**config.mk**
```make
export PLATFORM = sky130hd
export DESIGN_NAME = keyboard_report_to_key_events_core_flat
export DESIGN_NICKNAME = d
export VERILOG_FILES = /design/src/rtl/kre_pkg.sv /design/src/rtl/kre_if.sv /design/src/rtl/kre_front.sv /design/src/rtl/kre_queue.sv /design/src/rtl/kre_back.sv /design/src/rtl/keyboard_report_to_key_events_core.sv /design/src/flat_wrapper.sv
export SDC_FILE = /design/constraint.sdc
export NUM_CORES = 1
export LEC_CHECK = 0
export BUFFER_PORTS_ARGS = -buffer_cell sky130_fd_sc_hd__buf_2
export CAP_MARGIN = 20
export CORE_UTILIZATION = 55
export CTS_CLUSTER_SIZE = 12
export DETAILED_ROUTE_END_ITERATION = 7
export PLACE_DENSITY = 0.72
export SYNTH_ARGS = -nofsm -noshare
export SYNTH_HDL_FRONTEND = slang
export SYNTH_HIERARCHICAL = 1
export SYNTH_SLANG_ARGS = --single-unit
```
**constraint.sdc**
```tcl
create_clock -name clk -period 6.2 [get_ports clk]
set_input_delay 0.62 -clock clk [delete_from_list [all_inputs] [get_ports clk]]
set_output_delay 0.62 -clock clk [all_outputs]
set_load 0.1 [all_outputs]
```
**src/rtl/kre_pkg.sv**
```systemverilog
// Package for the keyboard report differ: sizes, HID codes, event slot
// layout and the job record that travels from front to back.
// No dependencies.
package kre_pkg;

  // Key slots of one boot report (fixed by the report format)
  localparam int KEY_SLOTS = 6;

  // Modifier events: Shift, Ctrl, Alt, each release then press
  localparam int MOD_EVENTS = 6;
  localparam int NUM_EVENTS = MOD_EVENTS + 2 * KEY_SLOTS;

  // Default depth of the job queue between front and back
  localparam int QUEUE_DEPTH_DEF = 2;

  // HID usage codes used for modifier events
  localparam logic [7:0] CODE_CTRL  = 8'hE0;
  localparam logic [7:0] CODE_SHIFT = 8'hE1;
  localparam logic [7:0] CODE_ALT   = 8'hE2;

  // Left and right bits of each modifier kind
  localparam logic [7:0] MASK_CTRL  = 8'h11;
  localparam logic [7:0] MASK_SHIFT = 8'h22;
  localparam logic [7:0] MASK_ALT   = 8'h44;

  // Positions of the modifier events in the pending mask
  localparam int EV_SHIFT_REL = 0;
  localparam int EV_SHIFT_PRS = 1;
  localparam int EV_CTRL_REL  = 2;
  localparam int EV_CTRL_PRS  = 3;
  localparam int EV_ALT_REL   = 4;
  localparam int EV_ALT_PRS   = 5;
  // Key releases start here, key presses follow them
  localparam int EV_KEY_REL   = MOD_EVENTS;
  localparam int EV_KEY_PRS   = MOD_EVENTS + KEY_SLOTS;

  typedef logic [7:0]            keycode_t;
  typedef keycode_t [KEY_SLOTS-1:0] key_row_t;
  typedef logic [NUM_EVENTS-1:0] ev_mask_t;

  // One classified report: which events remain, plus the codes they need
  typedef struct packed {
    ev_mask_t mask;
    key_row_t old_keys;
    key_row_t new_keys;
  } kre_job_t;

  // Bits of the pending mask that stand for press events
  function automatic ev_mask_t press_positions();
    ev_mask_t m;
    m = '0;
    for (int j = 0; j < NUM_EVENTS; j++) begin
      if (j < MOD_EVENTS) begin
        m[j] = (j % 2) == 1;
      end else begin
        m[j] = j >= EV_KEY_PRS;
      end
    end
    return m;
  endfunction

  localparam ev_mask_t PRESS_MASK = press_positions();

endpackage

```
**src/rtl/kre_if.sv**
```systemverilog
// Handshake channels of the keyboard report differ: the report channel
// and the key event channel. No dependencies.
interface kre_report_if;
  logic       valid;
  logic       ready;
  logic [7:0] modifier_bits;
  logic [7:0] key_0;
  logic [7:0] key_1;
  logic [7:0] key_2;
  logic [7:0] key_3;
  logic [7:0] key_4;
  logic [7:0] key_5;

  modport source (output valid, modifier_bits, key_0, key_1, key_2, key_3, key_4, key_5,
                  input ready);
  modport sink   (input valid, modifier_bits, key_0, key_1, key_2, key_3, key_4, key_5,
                  output ready);
endinterface

interface kre_event_if;
  logic       valid;
  logic       ready;
  logic [7:0] event_keycode;
  logic       is_press;
  logic       last_event;

  modport source (output valid, event_keycode, is_press, last_event, input ready);
  modport sink   (input valid, event_keycode, is_press, last_event, output ready);
endinterface

```
**src/rtl/kre_front.sv**
```systemverilog
// Front part: takes reports, diffs them against the stored previous
// report and hands a job with its pending event mask to the queue.
// Depends on kre_pkg and kre_if.
module kre_front
  import kre_pkg::*;
(
  input  logic              clk,
  input  logic              rst,
  kre_report_if.sink        rpt,
  output logic              push_valid,
  input  logic              push_ready,
  output kre_job_t          push_job
);

  logic [7:0] prev_mods;
  key_row_t   prev_keys;
  key_row_t   new_keys;
  logic [7:0] rel_bits;
  logic [7:0] prs_bits;
  ev_mask_t   mask;
  logic       accept;

  // Report slots as a row
  assign new_keys[0] = rpt.key_0;
  assign new_keys[1] = rpt.key_1;
  assign new_keys[2] = rpt.key_2;
  assign new_keys[3] = rpt.key_3;
  assign new_keys[4] = rpt.key_4;
  assign new_keys[5] = rpt.key_5;

  assign rel_bits = prev_mods & ~rpt.modifier_bits;
  assign prs_bits = rpt.modifier_bits & ~prev_mods;

  // Classify: one mask bit per event this report causes
  always_comb begin
    logic hit;
    mask = '0;
    mask[EV_SHIFT_REL] = |(rel_bits & MASK_SHIFT);
    mask[EV_SHIFT_PRS] = |(prs_bits & MASK_SHIFT);
    mask[EV_CTRL_REL]  = |(rel_bits & MASK_CTRL);
    mask[EV_CTRL_PRS]  = |(prs_bits & MASK_CTRL);
    mask[EV_ALT_REL]   = |(rel_bits & MASK_ALT);
    mask[EV_ALT_PRS]   = |(prs_bits & MASK_ALT);
    for (int i = 0; i < KEY_SLOTS; i++) begin
      // old key gone from the new report
      hit = 1'b0;
      for (int k = 0; k < KEY_SLOTS; k++) begin
        hit = hit | (new_keys[k] == prev_keys[i]);
      end
      mask[EV_KEY_REL + i] = (prev_keys[i] != '0) && !hit;
      // new key not in the old report
      hit = 1'b0;
      for (int k = 0; k < KEY_SLOTS; k++) begin
        hit = hit | (prev_keys[k] == new_keys[i]);
      end
      mask[EV_KEY_PRS + i] = (new_keys[i] != '0) && !hit;
    end
  end

  // Reports with no change are absorbed without a job
  assign rpt.ready  = push_ready;
  assign accept     = rpt.valid && push_ready;
  assign push_valid = accept && (mask != '0);

  assign push_job.mask     = mask;
  assign push_job.old_keys = prev_keys;
  assign push_job.new_keys = new_keys;

  // Previous report
  always_ff @(posedge clk) begin
    if (rst) begin
      prev_mods <= '0;
      prev_keys <= '0;
    end else if (accept) begin
      prev_mods <= rpt.modifier_bits;
      prev_keys <= new_keys;
    end
  end

endmodule

```
**src/rtl/kre_queue.sv**
```systemverilog
// Short job queue between the front and back parts.
// Depends on kre_pkg.
module kre_queue
  import kre_pkg::*;
#(
  parameter int DEPTH = QUEUE_DEPTH_DEF
) (
  input  logic     clk,
  input  logic     rst,
  input  logic     in_valid,
  output logic     in_ready,
  input  kre_job_t in_job,
  output logic     out_valid,
  input  logic     out_ready,
  output kre_job_t out_job
);

  localparam int PW = (DEPTH > 1) ? $clog2(DEPTH) : 1;
  localparam int CW = $clog2(DEPTH + 1);
  localparam logic [PW-1:0] LAST_PTR = PW'(DEPTH - 1);
  localparam logic [CW-1:0] FULL_CNT = CW'(DEPTH);

  kre_job_t      mem [DEPTH];
  logic [PW-1:0] wr_ptr;
  logic [PW-1:0] rd_ptr;
  logic [CW-1:0] count;
  logic          push;
  logic          pop;

  assign in_ready  = count != FULL_CNT;
  assign out_valid = count != '0;
  assign out_job   = mem[rd_ptr];
  assign push      = in_valid && in_ready;
  assign pop       = out_valid && out_ready;

  // Storage
  always_ff @(posedge clk) begin
    if (push) begin
      mem[wr_ptr] <= in_job;
    end
  end

  // Pointers and fill count
  always_ff @(posedge clk) begin
    if (rst) begin
      wr_ptr <= '0;
      rd_ptr <= '0;
      count  <= '0;
    end else begin
      if (push) begin
        wr_ptr <= (wr_ptr == LAST_PTR) ? '0 : wr_ptr + 1'b1;
      end
      if (pop) begin
        rd_ptr <= (rd_ptr == LAST_PTR) ? '0 : rd_ptr + 1'b1;
      end
      if (push && !pop) begin
        count <= count + 1'b1;
      end else if (pop && !push) begin
        count <= count - 1'b1;
      end
    end
  end

endmodule

```
**src/rtl/kre_back.sv**
```systemverilog
// Back part: walks the pending mask of the current job lowest bit first
// and drives one key event per cycle into the output register unless evt.ready stalls it.
// Depends on kre_pkg and kre_if.
module kre_back
  import kre_pkg::*;
(
  input  logic       clk,
  input  logic       rst,
  input  logic       job_valid,
  output logic       job_ready,
  input  kre_job_t   job,
  kre_event_if.source evt,
  output logic       busy
);

  logic     cur_valid;
  ev_mask_t cur_mask;
  key_row_t cur_old;
  key_row_t cur_new;
  ev_mask_t sel;
  ev_mask_t rest;
  keycode_t code;
  logic     advance;
  logic     finish;
  logic     load;

  // Lowest pending event, one-hot
  assign sel  = cur_mask & (~cur_mask + 1'b1);
  assign rest = cur_mask & ~sel;

  // Keycode of the selected event
  always_comb begin
    code = '0;
    if (sel[EV_SHIFT_REL] || sel[EV_SHIFT_PRS]) code = code | CODE_SHIFT;
    if (sel[EV_CTRL_REL]  || sel[EV_CTRL_PRS])  code = code | CODE_CTRL;
    if (sel[EV_ALT_REL]   || sel[EV_ALT_PRS])   code = code | CODE_ALT;
    for (int i = 0; i < KEY_SLOTS; i++) begin
      if (sel[EV_KEY_REL + i]) code = code | cur_old[i];
      if (sel[EV_KEY_PRS + i]) code = code | cur_new[i];
    end
  end

  assign advance   = cur_valid && (!evt.valid || evt.ready);
  assign finish    = advance && (rest == '0);
  assign load      = job_valid && (!cur_valid || finish);
  assign job_ready = load;
  assign busy      = cur_valid;

  // Current job
  always_ff @(posedge clk) begin
    if (rst) begin
      cur_valid <= 1'b0;
    end else if (load) begin
      cur_valid <= 1'b1;
    end else if (finish) begin
      cur_valid <= 1'b0;
    end
  end

  always_ff @(posedge clk) begin
    if (load) begin
      cur_mask <= job.mask;
      cur_old  <= job.old_keys;
      cur_new  <= job.new_keys;
    end else if (advance) begin
      cur_mask <= rest;
    end
  end

  // Output register
  always_ff @(posedge clk) begin
    if (rst) begin
      evt.valid <= 1'b0;
    end else if (advance) begin
      evt.valid <= 1'b1;
    end else if (evt.ready) begin
      evt.valid <= 1'b0;
    end
  end

  always_ff @(posedge clk) begin
    if (advance) begin
      evt.event_keycode <= code;
      evt.is_press      <= |(sel & PRESS_MASK);
      evt.last_event    <= rest == '0;
    end
  end

endmodule

```
**src/rtl/keyboard_report_to_key_events_core.sv**
```systemverilog
// Top level of the keyboard report differ: front, job queue, back.
// Depends on kre_pkg, kre_if, kre_front, kre_queue, kre_back.
//
//   channel  dir  handshake          payload
//   rpt      in   rpt.valid/ready    modifier_bits, key_0 .. key_5
//   evt      out  evt.valid/ready    event_keycode, is_press, last_event
//
// A report yields 0 to 18 events, one per cycle unless evt.ready is low.
// The event output rate is bounded by the single-event-per-cycle back part.
// Reports with no change produce nothing.
// Up to QUEUE_DEPTH diffed reports wait between front and back; rpt.ready
// drops only when that queue is full. Reset clears the stored report.
module keyboard_report_to_key_events_core
  import kre_pkg::*;
#(
  parameter int QUEUE_DEPTH = QUEUE_DEPTH_DEF
) (
  input  logic        clk,
  input  logic        rst,
  kre_report_if.sink  rpt,
  kre_event_if.source evt
);

  logic     f_valid;
  logic     f_ready;
  kre_job_t f_job;
  logic     q_valid;
  logic     q_ready;
  kre_job_t q_job;
  logic     back_busy;

  kre_front u_front (
    .clk        (clk),
    .rst        (rst),
    .rpt        (rpt),
    .push_valid (f_valid),
    .push_ready (f_ready),
    .push_job   (f_job)
  );

  kre_queue #(
    .DEPTH (QUEUE_DEPTH)
  ) u_queue (
    .clk       (clk),
    .rst       (rst),
    .in_valid  (f_valid),
    .in_ready  (f_ready),
    .in_job    (f_job),
    .out_valid (q_valid),
    .out_ready (q_ready),
    .out_job   (q_job)
  );

  kre_back u_back (
    .clk       (clk),
    .rst       (rst),
    .job_valid (q_valid),
    .job_ready (q_ready),
    .job       (q_job),
    .evt       (evt),
    .busy      (back_busy)
  );

  // Queued jobs always carry at least one event
  a_job_nonempty: assert property (@(posedge clk) disable iff (rst)
    q_valid |-> (q_job.mask != '0))
    else $error("empty job in queue");

  // Reset leaves no event and no job pending
  a_reset_clear: assert property (@(posedge clk)
    rst |=> (!evt.valid && !q_valid && !back_busy))
    else $error("state not cleared by reset");

  // With the back idle, a shown event must close its report
  a_last_when_idle: assert property (@(posedge clk) disable iff (rst)
    (evt.valid && !back_busy) |-> evt.last_event)
    else $error("non-final event with no job in progress");

endmodule

```
**src/flat_wrapper.sv**
```systemverilog
// flat-port wrapper written by rule: the top's interface ports become plain ports
module keyboard_report_to_key_events_core_flat import kre_pkg::*;
#(
  parameter int QUEUE_DEPTH = QUEUE_DEPTH_DEF
)
  (clk, rst, rpt_valid, rpt_modifier_bits, rpt_key_0, rpt_key_1, rpt_key_2, rpt_key_3, rpt_key_4, rpt_key_5, rpt_ready, evt_valid, evt_event_keycode, evt_is_press, evt_last_event, evt_ready);
  kre_report_if rpt_i ();
  kre_event_if evt_i ();
  input  logic clk;
  input  logic rst;
  input wire logic [$bits(rpt_i.valid)-1:0] rpt_valid;
  input wire logic [$bits(rpt_i.modifier_bits)-1:0] rpt_modifier_bits;
  input wire logic [$bits(rpt_i.key_0)-1:0] rpt_key_0;
  input wire logic [$bits(rpt_i.key_1)-1:0] rpt_key_1;
  input wire logic [$bits(rpt_i.key_2)-1:0] rpt_key_2;
  input wire logic [$bits(rpt_i.key_3)-1:0] rpt_key_3;
  input wire logic [$bits(rpt_i.key_4)-1:0] rpt_key_4;
  input wire logic [$bits(rpt_i.key_5)-1:0] rpt_key_5;
  output wire logic [$bits(rpt_i.ready)-1:0] rpt_ready;
  output wire logic [$bits(evt_i.valid)-1:0] evt_valid;
  output wire logic [$bits(evt_i.event_keycode)-1:0] evt_event_keycode;
  output wire logic [$bits(evt_i.is_press)-1:0] evt_is_press;
  output wire logic [$bits(evt_i.last_event)-1:0] evt_last_event;
  input wire logic [$bits(evt_i.ready)-1:0] evt_ready;
  assign rpt_i.valid = rpt_valid;
  assign rpt_i.modifier_bits = rpt_modifier_bits;
  assign rpt_i.key_0 = rpt_key_0;
  assign rpt_i.key_1 = rpt_key_1;
  assign rpt_i.key_2 = rpt_key_2;
  assign rpt_i.key_3 = rpt_key_3;
  assign rpt_i.key_4 = rpt_key_4;
  assign rpt_i.key_5 = rpt_key_5;
  assign rpt_ready = rpt_i.ready;
  assign evt_valid = evt_i.valid;
  assign evt_event_keycode = evt_i.event_keycode;
  assign evt_is_press = evt_i.is_press;
  assign evt_last_event = evt_i.last_event;
  assign evt_i.ready = evt_ready;
  keyboard_report_to_key_events_core #(.QUEUE_DEPTH(QUEUE_DEPTH)) u_core (.clk(clk), .rst(rst), .rpt(rpt_i), .evt(evt_i));
endmodule
```
**Word level (Yosys, flattened, before mapping)**

Memory sizes are Yosys's and may differ from the RTL's. A register that Yosys moved wholly into a read port is not among the register bits.
Cells that the tools add are included.

- Memory bits (writable): 228
- Flip-flop bits (word level): 185
- Memories: 1
- Output and inout bits: 12
- Logic and storage cells: 284
- Input bits: 60

- Equality and inequality tests: 73
- Reductions and logical operators: 68
- Muxes and demuxes: 29
- Bitwise operators: 80
- Add/subtract/negate cells: 5

Memory list:

| name | words | width | rd ports | clocked after Yosys merged registers in | write ports | line | source |
|---|---|---|---|---|---|---|---|
| u_core.u_queue.mem | 2 | 114 | 1 | 1 | 1 | kre_queue.sv:23 | `kre_job_t mem [DEPTH];` |

Operators by type and width:

| cell | count |
|---|---|
| 8-bit == test | 72 |
| 8-bit 2-to-1 mux | 15 |
| 8-bit OR | 12 |
| 8-bit nonzero test | 12 |
| 1-bit OR | 60 |
| 18-bit bitwise AND | 2 |
| 18-bit 2-to-1 mux | 2 |
| 18-bit NOT | 2 |
| 1-bit logical AND | 21 |
| 18-bit by 1-bit adder with 18-bit output, second input constant | 1 |
| 18-bit zero test | 1 |
| 18-bit nonzero test | 1 |
| 1-bit zero test | 16 |
| 7-bit bitwise AND | 2 |
| 7-bit NOT | 2 |
| 2-bit OR reduction | 6 |
| 1-bit 2-to-1 mux | 10 |
| 2-bit nonzero test | 5 |
| 9-bit OR reduction | 1 |
| 1-bit logical OR | 5 |
| 2-bit 2-to-1 mux | 2 |
| 1-bit adder, second input constant | 2 |
| 2-bit by 1-bit adder with 2-bit output, second input constant | 1 |
| 2-bit != test, second input constant | 1 |
| 2-bit by 1-bit subtractor with 2-bit output, second input constant | 1 |

**Longest topological paths before layout**

Gate-level depths: netlist of the first run.

- Depth in word-level cells: 31
- Gate-level depth with buffers: 13
- Gate-level depth less buffers: 12

**By module**

The synthesis of the first run kept the hierarchy.

By module, submodules not included:

| module | seq. area each (um2) | cells an instance | area each (um2) | times used |
|---|---|---|---|---|
| kre_queue | 6946.7 | 379 | 8697.1 | 1 |
| kre_front | 1081.0 | 863 | 6563.8 | 1 |
| kre_back | 3763.6 | 331 | 5091.1 | 1 |

**Least setup slack after synthesis of the first run**

OpenSTA, ideal clock, no wires.

- Path kind: register -> register
- Start point: register u_core.u_back.cur_mask[2]
- End point: register u_core.u_queue.count[1]
- Library setup time: 70 ps
- Clock period less this slack: 5483 ps
- Stages on the path, launching flop included: 12
- Required time: 6130 ps
- Arrival time: 5413 ps
- Buffers on the path: 1
- Setup slack: 717 ps
- Path through: edfxtp_1 or4_1 o31ai_1 o21ai_1 a211oi_2 a31oi_2 buf_2 inv_1 o21ai_0 ha_1 or3_1 a21oi_1

- Word-level cells in the longest chain between the ends: 13
- Elaborated cells between the ends (all ways): 15
- Those cells by class: add/sub: 1; mux: 1; bitwise: 4; reduce/logical: 9

Ends and longest elaborated chain:

| item | line | source |
|---|---|---|
| start: declaration | kre_back.sv:17 | `ev_mask_t cur_mask;` |
| start signal: assignment | kre_back.sv:62 | `cur_mask <= job.mask;` |
| start signal: assignment | kre_back.sv:66 | `cur_mask <= rest;` |
| 18-bit NOT | kre_back.sv:28 | `assign sel = cur_mask & (~cur_mask + 1'b1);` |
| 18-bit by 1-bit adder with 18-bit output | kre_back.sv:28 |  |
| 18-bit bitwise AND | kre_back.sv:28 |  |
| 18-bit NOT | kre_back.sv:29 | `assign rest = cur_mask & ~sel;` |
| 18-bit bitwise AND (*) | kre_back.sv:29 |  |
| 18-bit zero test (*) | kre_back.sv:44 | `assign finish = advance && (rest == '0);` |
| 1-bit logical AND (*) | kre_back.sv:44 |  |
| 1-bit logical OR (*) | kre_back.sv:45 | `assign load = job_valid && (!cur_valid \|\| finish);` |
| 1-bit logical AND (*) | kre_back.sv:45 |  |
| named net u_core.q_ready | keyboard_report_to_key_events_core.sv:28 | `logic q_ready;` |
| 1-bit logical AND (*) | kre_queue.sv:34 | `assign pop = out_valid && out_ready;` |
| 1-bit zero test | kre_queue.sv:56 | `if (push && !pop) begin` |
| 1-bit logical AND | kre_queue.sv:56 |  |
| 2-bit 2-to-1 mux / 2-bit nonzero test (equally long branches) | n/a |  |
| end signal: assignment | kre_queue.sv:57 | `count <= count + 1'b1;` |
| end signal: assignment | kre_queue.sv:59 | `count <= count - 1'b1;` |
| end: declaration | kre_queue.sv:26 | `logic [CW-1:0] count;` |

The timed path passes the listed nets; every way through them passes the cells marked *.
A chain may end at the register's enable or synchronous reset.

==> results.py, run 1 <==
metrics = {
    "outcome": {
        "status": "finished clean",
    },
    "worst_setup_path": {
        "critPathBufInv": 2,
        "cp_max_fo": 52,
        "cp_slowest_cell": "dfxtp_1",
        "max_stage_delay_ns": 0.81,
        "cp_cell_sequence": "xor2_1 -> nor4_1 -> nand2_1 -> nand4bb_1 -> nor4b_2 -> nor4_1 -> a41oi_1 -> nand3b_1 -> inv_4 -> buf_4",
        "cp_data_arrival_time_ns": 4.59,
        "path_class": "reg2reg",
        "crit_family": "simple AND/OR/NAND/NOR gates",
        "worstPathRequired_ns": 6.42,
        "critPathMostFrequentCell": "nor4_1",
        "worstSetupEndpointType": "flop",
        "start_kind": "flop",
    },
    "drt": {
        "dr.pass1.iters": 6,
        "wl_um": 51300,
        "routed_via_density": 6.15,
        "wl_per_cell_um": 25.4,
        "drtIter0Drc": 1506,
        "drc": 0,
        "postRouteAntennaNets": 0,
        "vias": 12400,
    },
    "cts": {
        "cts_made_buffers": 42,
        "cts_tree": "done",
        "clk_pin_slew_ns": 0.06,
        "clockBufferDepth": 3,
        "cts_resized": 0,
        "cts_htree_levels": 2,
        "clk_root_buffer_cell": "clkbuf_16",
        "clock_sinks": 413,
        "clk_latency_ns": 0.57,
        "post_cts_buffers": 0,
        "postCtsHoldBufs": 0,
    },
    "sta": {
        "worst_pin_slew_ns": 1.19,
        "layout_min_cycle_time_ns": 4.37,
        "setup_tns_ns": 0,
        "fin_ws_ns": 1.83,
        "fmax_mhz": 229,
        "hold_viol_final": 0,
        "skew_ns": 0.0235,
        "slew_headroom": 0.205,
        "finalSetupViolCount": 0,
        "timing.final.crit_share": 0.704,
        "slew_violations": 0,
        "rsz0062_at_grt": "no",
    },
    "synthesis": {
        "synth_edf_count": 352,
        "synth-seq-area-share": 0.579,
        "synthDistinctLibCells": 64,
        "yosysWarnings": 6,
        "synthArstFlopShare": 0,
        "syn_nets": 1634,
        "syn-cell-area_sq_mm": 0.0204,
        "ys_ff_latch": 413,
        "postSynthCellCount": 1573,
        "syn_area_per_cell_sq_um": 12.9,
        "synth_flop_cell": "edfxtp_1",
    },
    "floorplan": {
        "rows": 70,
        "fp.coreArea_sq_mm": 0.0365,
        "dieArea_sq_mm": 0.0378,
        "start_util": 0.557,
        "ios": 72,
        "die_height_um": 194,
        "fp.dieW_um": 194,
    },
    "grt": {
        "track_usage": 0.274,
        "overflow": 0,
        "antenna_found_initial": 0,
        "grt_pass1_wl_um": 76800,
        "grt_pass1_vias": 12200,
        "grt_max_degree": 95,
    },
    "finish": {
        "multi_input_area_sq_mm": 0.00711,
        "fillerInstances": 2808,
        "fin_nets": 1574,
        "n_antenna_cell": 0,
        "layout-drive-gt1-share": 0.180,
        "register_area_sq_mm": 0.0118,
        "syn_to_final_growth_pct": 4.98,
        "layout_common_cells": "352 x edfxtp_1, 235 x xor2_1, 173 x nand2_1",
        "final_cell_area_sq_mm": 0.0214,
        "layout_commonest_cell": "edfxtp_1",
    },
    "worst_hold_path": {
        "hp-class": "in2reg",
    },
    "placement": {
        "dpl_cell_area_sq_mm": 0.0201,
        "hpwlAfterDp_um": 33500,
        "io_buffers": 69,
        "pre_cts_ws_ns": 1.81,
        "place_congestion": 0.889,
    },
    "pwr": {
        "powerDensity_mw_per_mm2": 424,
        "leakage_nw": 7.76,
        "peakVddDrop_mv": 0.235,
        "total_power_mw": 9.06,
    },
    "job": {
        "maxCapViolCount": 0,
    },
}
-- worst paths after layout --
kind | startpoint | endpoint | slack [ns] | cells after the start
worst max-delay path | u_core/u_front/push_job[57] | u_core/u_queue/mem[0][62] | 1.83 | 10
worst min-delay path | rpt_modifier_bits[2] | u_core/u_front/prev_mods[2] | 0.32 | 3
worst max register to register | u_core/u_front/push_job[57] | u_core/u_queue/mem[0][62] | 1.83 | 10
worst min register to register | u_core/u_front/prev_mods[0] | u_core/u_front/prev_mods[0] | 0.45 | 2
-- layout make-up --
cell class	count	share of cell area
clock inverters	7	0.00363
repair buffers	84	0.0220
well taps	468	0.0274
multi-input cells	944	0.333
flip-flops and latches	413	0.552
inverters	28	0.00515
clock buffers	71	0.0572
-- cell usage after synthesis (7+ instances only) --
master	instances	share of area
edfxtp_1	352	0.52
xor2_1	235	0.10
nand2_1	173	0.032
buf_4	101	0.037
nor4_1	89	0.027
dfxtp_1	61	0.060
mux2_4	60	0.044
a21oi_1	58	0.014
xnor2_1	56	0.024
mux2_2	55	0.030
buf_2	32	0.0079
buf_6	30	0.017
nand4_1	30	0.0092
inv_1	28	0.0052
nor2_1	24	0.0044
clkbuf_1	19	0.0035
nand3_1	17	0.0042
a22oi_1	13	0.0048
nor3_1	12	0.0030
o21ai_1	10	0.0025
a221oi_1	8	0.0034
a222oi_1	8	0.0039
o21ai_0	8	0.0020
o211ai_1	7	0.0026
-- metal layers --
layer	track usage	vias to the layer above	wire, um
met5	0	-	0
li1	-	5489	-
met3	0.0458	130	4230
met1	0.350	6088	19700
met4	0.127	0	2230
met2	0.458	676	25100
-- registers in the layout, summed over array words and instances (netlist names), named ones only --
signal and flops:
u_core/u_queue/mem 228, u_core/u_queue/wr_ptr 1, u_core/u_queue/rd_ptr 1, u_core/u_front/push_job 48, u_core/u_back/cur_old 48, u_core/u_back/evt.event_keycode 8, u_core/u_back/busy 1, u_core/u_back/cur_mask 18
u_core/u_back/evt.valid 1, u_core/u_front/prev_mods 6, u_core/u_back/cur_new 48, u_core/u_queue/count 2, u_core/u_back/evt.is_press 1, u_core/u_back/evt.last_event 1
-- power breakdown --
part / total [mW] / switching (mW) / internal [mW]
clock: 2.38 / 1.03 / 1.36
sequential: 4.56 / 0.557 / 4.00
combinational: 2.12 / 1.26 / 0.858
total: 9.06 / 2.85 / 6.22
-- per-stage QoR --
stage	hold slack, ns	util	cells
2_1_floorplan	0.420	-	1573
3_5_place_dp	0.451	0.549	1937
6_report	0.318	0.585	2015
5_1_grt	0.316	0.585	2015
3_3_place_gp	0.442	0.549	1937
4_1_cts	0.298	0.585	2015
-- tightest hold or removal path: cells and delay by family --
| kind | cells | cell delay, ns |
|---|---|---|
| simple gates | 1 | 0.06 |
| compound gates | 1 | 0.05 |
| buf+inv | 1 | 0.11 |
-- cells by family after synthesis --
family	after synthesis	synth area share
AO/OA/AOI/OAI	146	0.0483
XOR/XNOR	291	0.125
multiplexers	115	0.0747
AND/OR/NAND/NOR	388	0.0982
flip-flops	413	0.579
adder cells (fa/ha/maj)	4	0.00209
buffers and inverters	216	0.0721
Power figures use the tool's default switching activity.
==> run 2: changes to the inputs <==
--- a/config.mk
+++ b/config.mk
@@ -10,7 +10,7 @@
 export CORE_UTILIZATION = 55
 export CTS_CLUSTER_SIZE = 12
 export DETAILED_ROUTE_END_ITERATION = 7
-export PLACE_DENSITY = 0.72
+export PLACE_DENSITY = 0.75
 export SYNTH_ARGS = -nofsm -noshare
 export SYNTH_HDL_FRONTEND = slang
 export SYNTH_HIERARCHICAL = 1
==> constraint.sdc (replaced) <==
create_clock -name clk -period 4 [get_ports clk]
set_input_delay 0.4 -clock clk [delete_from_list [all_inputs] [get_ports clk]]
set_output_delay 0.4 -clock clk [all_outputs]
set_load 0.1 [all_outputs]
==> results.py, run 2 (same netlist as run 1, synthesis figures left out) <==
metrics = {
    "outcome": {
        "status": "finished clean",
    },
    "pwr": {
        "leakage_nw": 8.00,
        "total_power_mw": 14.2,
        "powerDensity_mw_per_mm2": 649,
        "peakVddDrop_mv": 0.404,
    },
    "worst_setup_path": {
        "worstPathRequired_ns": 4.23,
        "reg2reg_to": "u_core/u_queue/mem[0][68]",
        "start_kind": "flop",
        "cp_data_arrival_time_ns": 3.95,
        "cp_max_fo": 20,
        "path_class": "reg2reg",
        "cp_slowest_cell": "dfxtp_1",
        "worstSetupEndpointType": "flop",
        "r2r_setup_slack_ns": 0.28,
        "max_stage_delay_ns": 0.67,
        "critPathMostFrequentCell": "nor4_1",
        "r2r_start": "u_core/u_front/push_job[85]",
        "critPathBufInv": 2,
        "cp.depth": 10,
        "crit_family": "simple AND/OR/NAND/NOR gates",
        "cp_cell_sequence": "xor2_1 -> nor4_1 -> nand2_1 -> nand4_1 -> nor4bb_2 -> nor4_1 -> a41oi_1 -> nand3b_1 -> clkinvlp_4 -> buf_12",
        "ff2ff_path_depth": 10,
    },
    "sta": {
        "finalSetupViolCount": 0,
        "setup_tns_ns": 0,
        "slew_headroom": 0.303,
        "slew_violations": 0,
        "hold_viol_final": 0,
        "worst_pin_slew_ns": 1.05,
        "rsz0062_at_grt": "no",
        "fmax_mhz": 269,
        "timing.final.crit_share": 0.929,
        "layout_min_cycle_time_ns": 3.72,
        "skew_ns": 0.0301,
    },
    "floorplan": {
        "start_util": 0.557,
        "fp.dieW_um": 194,
        "fp.coreArea_sq_mm": 0.0365,
        "ios": 72,
        "rows": 70,
        "die_height_um": 194,
        "dieArea_sq_mm": 0.0378,
    },
    "finish": {
        "largest_reg_flops": 228,
        "n_antenna_cell": 0,
        "register_area_sq_mm": 0.0118,
        "fillerInstances": 2710,
        "syn_to_final_growth_pct": 7.18,
        "regMostFlops": "u_core/u_queue/mem",
        "layout-drive-gt1-share": 0.204,
        "layout_commonest_cell": "edfxtp_1",
        "final_core_util": 0.597,
        "fin_nets": 1622,
        "multi_input_area_sq_mm": 0.00712,
        "layout_common_cells": "352 x edfxtp_1, 235 x xor2_1, 172 x nand2_1",
    },
    "cts": {
        "clock_sinks": 413,
        "cts_htree_levels": 2,
        "post_cts_buffers": 0,
        "clk_root_buffer_cell": "clkbuf_16",
        "cts_made_buffers": 42,
        "clk_pin_slew_ns": 0.06,
        "cts_tree": "done",
        "cts_resized": 0,
        "clk_latency_ns": 0.55,
        "clockBufferDepth": 3,
        "postCtsHoldBufs": 0,
    },
    "drt": {
        "dr.pass1.iters": 5,
        "wl_per_cell_um": 25.6,
        "vias": 12800,
        "wl_um": 52600,
        "drc": 0,
        "drtIter0Drc": 1590,
        "routed_via_density": 6.23,
        "postRouteAntennaNets": 0,
    },
    "placement": {
        "io_buffers": 69,
        "place_congestion": 0.912,
        "hpwlAfterDp_um": 34900,
    },
    "worst_hold_path": {
        "hold_start": "rpt_modifier_bits[6]",
        "min_to": "u_core/u_front/prev_mods[6]",
        "hp-class": "in2reg",
        "hold-path-cell-count": 3,
    },
    "grt": {
        "overflow": 0,
        "grt_pass1_vias": 12700,
        "track_usage": 0.278,
        "grt_max_degree": 97,
        "grt_pass1_wl_um": 78100,
        "antenna_found_initial": 0,
    },
    "job": {
        "maxCapViolCount": 0,
    },
}
[run 2: worst max path at each step]
stage,startpoint,endpoint,slack [ns]
floorplan,u_core/u_back/cur_mask[4],u_core/u_queue/count[1],-0.30
global placement,rpt_key_4[2],u_core/u_queue/mem[0][81],0.42
detailed placement,rpt_key_4[3],u_core/u_queue/mem[0][81],0.30
CTS,u_core/u_front/push_job[85],u_core/u_queue/mem[0][21],0.42
global route,u_core/u_front/push_job[82],u_core/u_queue/mem[0][68],0.21
finish,u_core/u_front/push_job[85],u_core/u_queue/mem[0][68],0.28
[run 2: layout make-up]
type	instances	area share
inverters	28	0.00516
multi-input cells	944	0.326
flip-flops and latches	413	0.541
clock inverters	6	0.00172
repair buffers	132	0.0444
well taps	468	0.0268
clock buffers	68	0.0546
[run 2: worst register-to-register path, stage by stage (launching register included)]
cell and delay, ns:
dfxtp_1 0.67, xor2_1 0.22, nor4_1 0.09, nand2_1 0.18, nand4_1 0.16, nor4bb_2 0.64, nor4_1 0.18, a41oi_1 0.45
nand3b_1 0.22, clkinvlp_4 0.36, buf_12 0.23
[run 2: where the power goes]
group,switching (mW),internal (mW)
logic,2.09,1.50
registers,0.790,6.20
clock network,1.55,2.04
[run 2: stage by stage]
| stage | instances | hold slack, ns | setup slack, ns | cell area, sq um |
|---|---|---|---|---|
| 2_1_floorplan | 1573 | 0.420 | -0.302 | 20400 |
| 3_3_place_gp | 1985 | 0.443 | 0.416 | 20600 |
| 3_5_place_dp | 1985 | 0.447 | 0.297 | 20600 |
| 4_1_cts | 2059 | 0.105 | 0.419 | 21800 |
| 5_1_grt | 2059 | 0.132 | 0.213 | 21800 |
| 6_report | 2059 | 0.119 | 0.283 | 21800 |
[run 2: routing by layer]
layer,global-route usage,wire length (um),vias up
met1,0.357,20300,6362
met4,0.143,2570,0
met3,0.0449,4450,147
met2,0.459,25300,719
li1,-,-,5592
met5,0,0,-
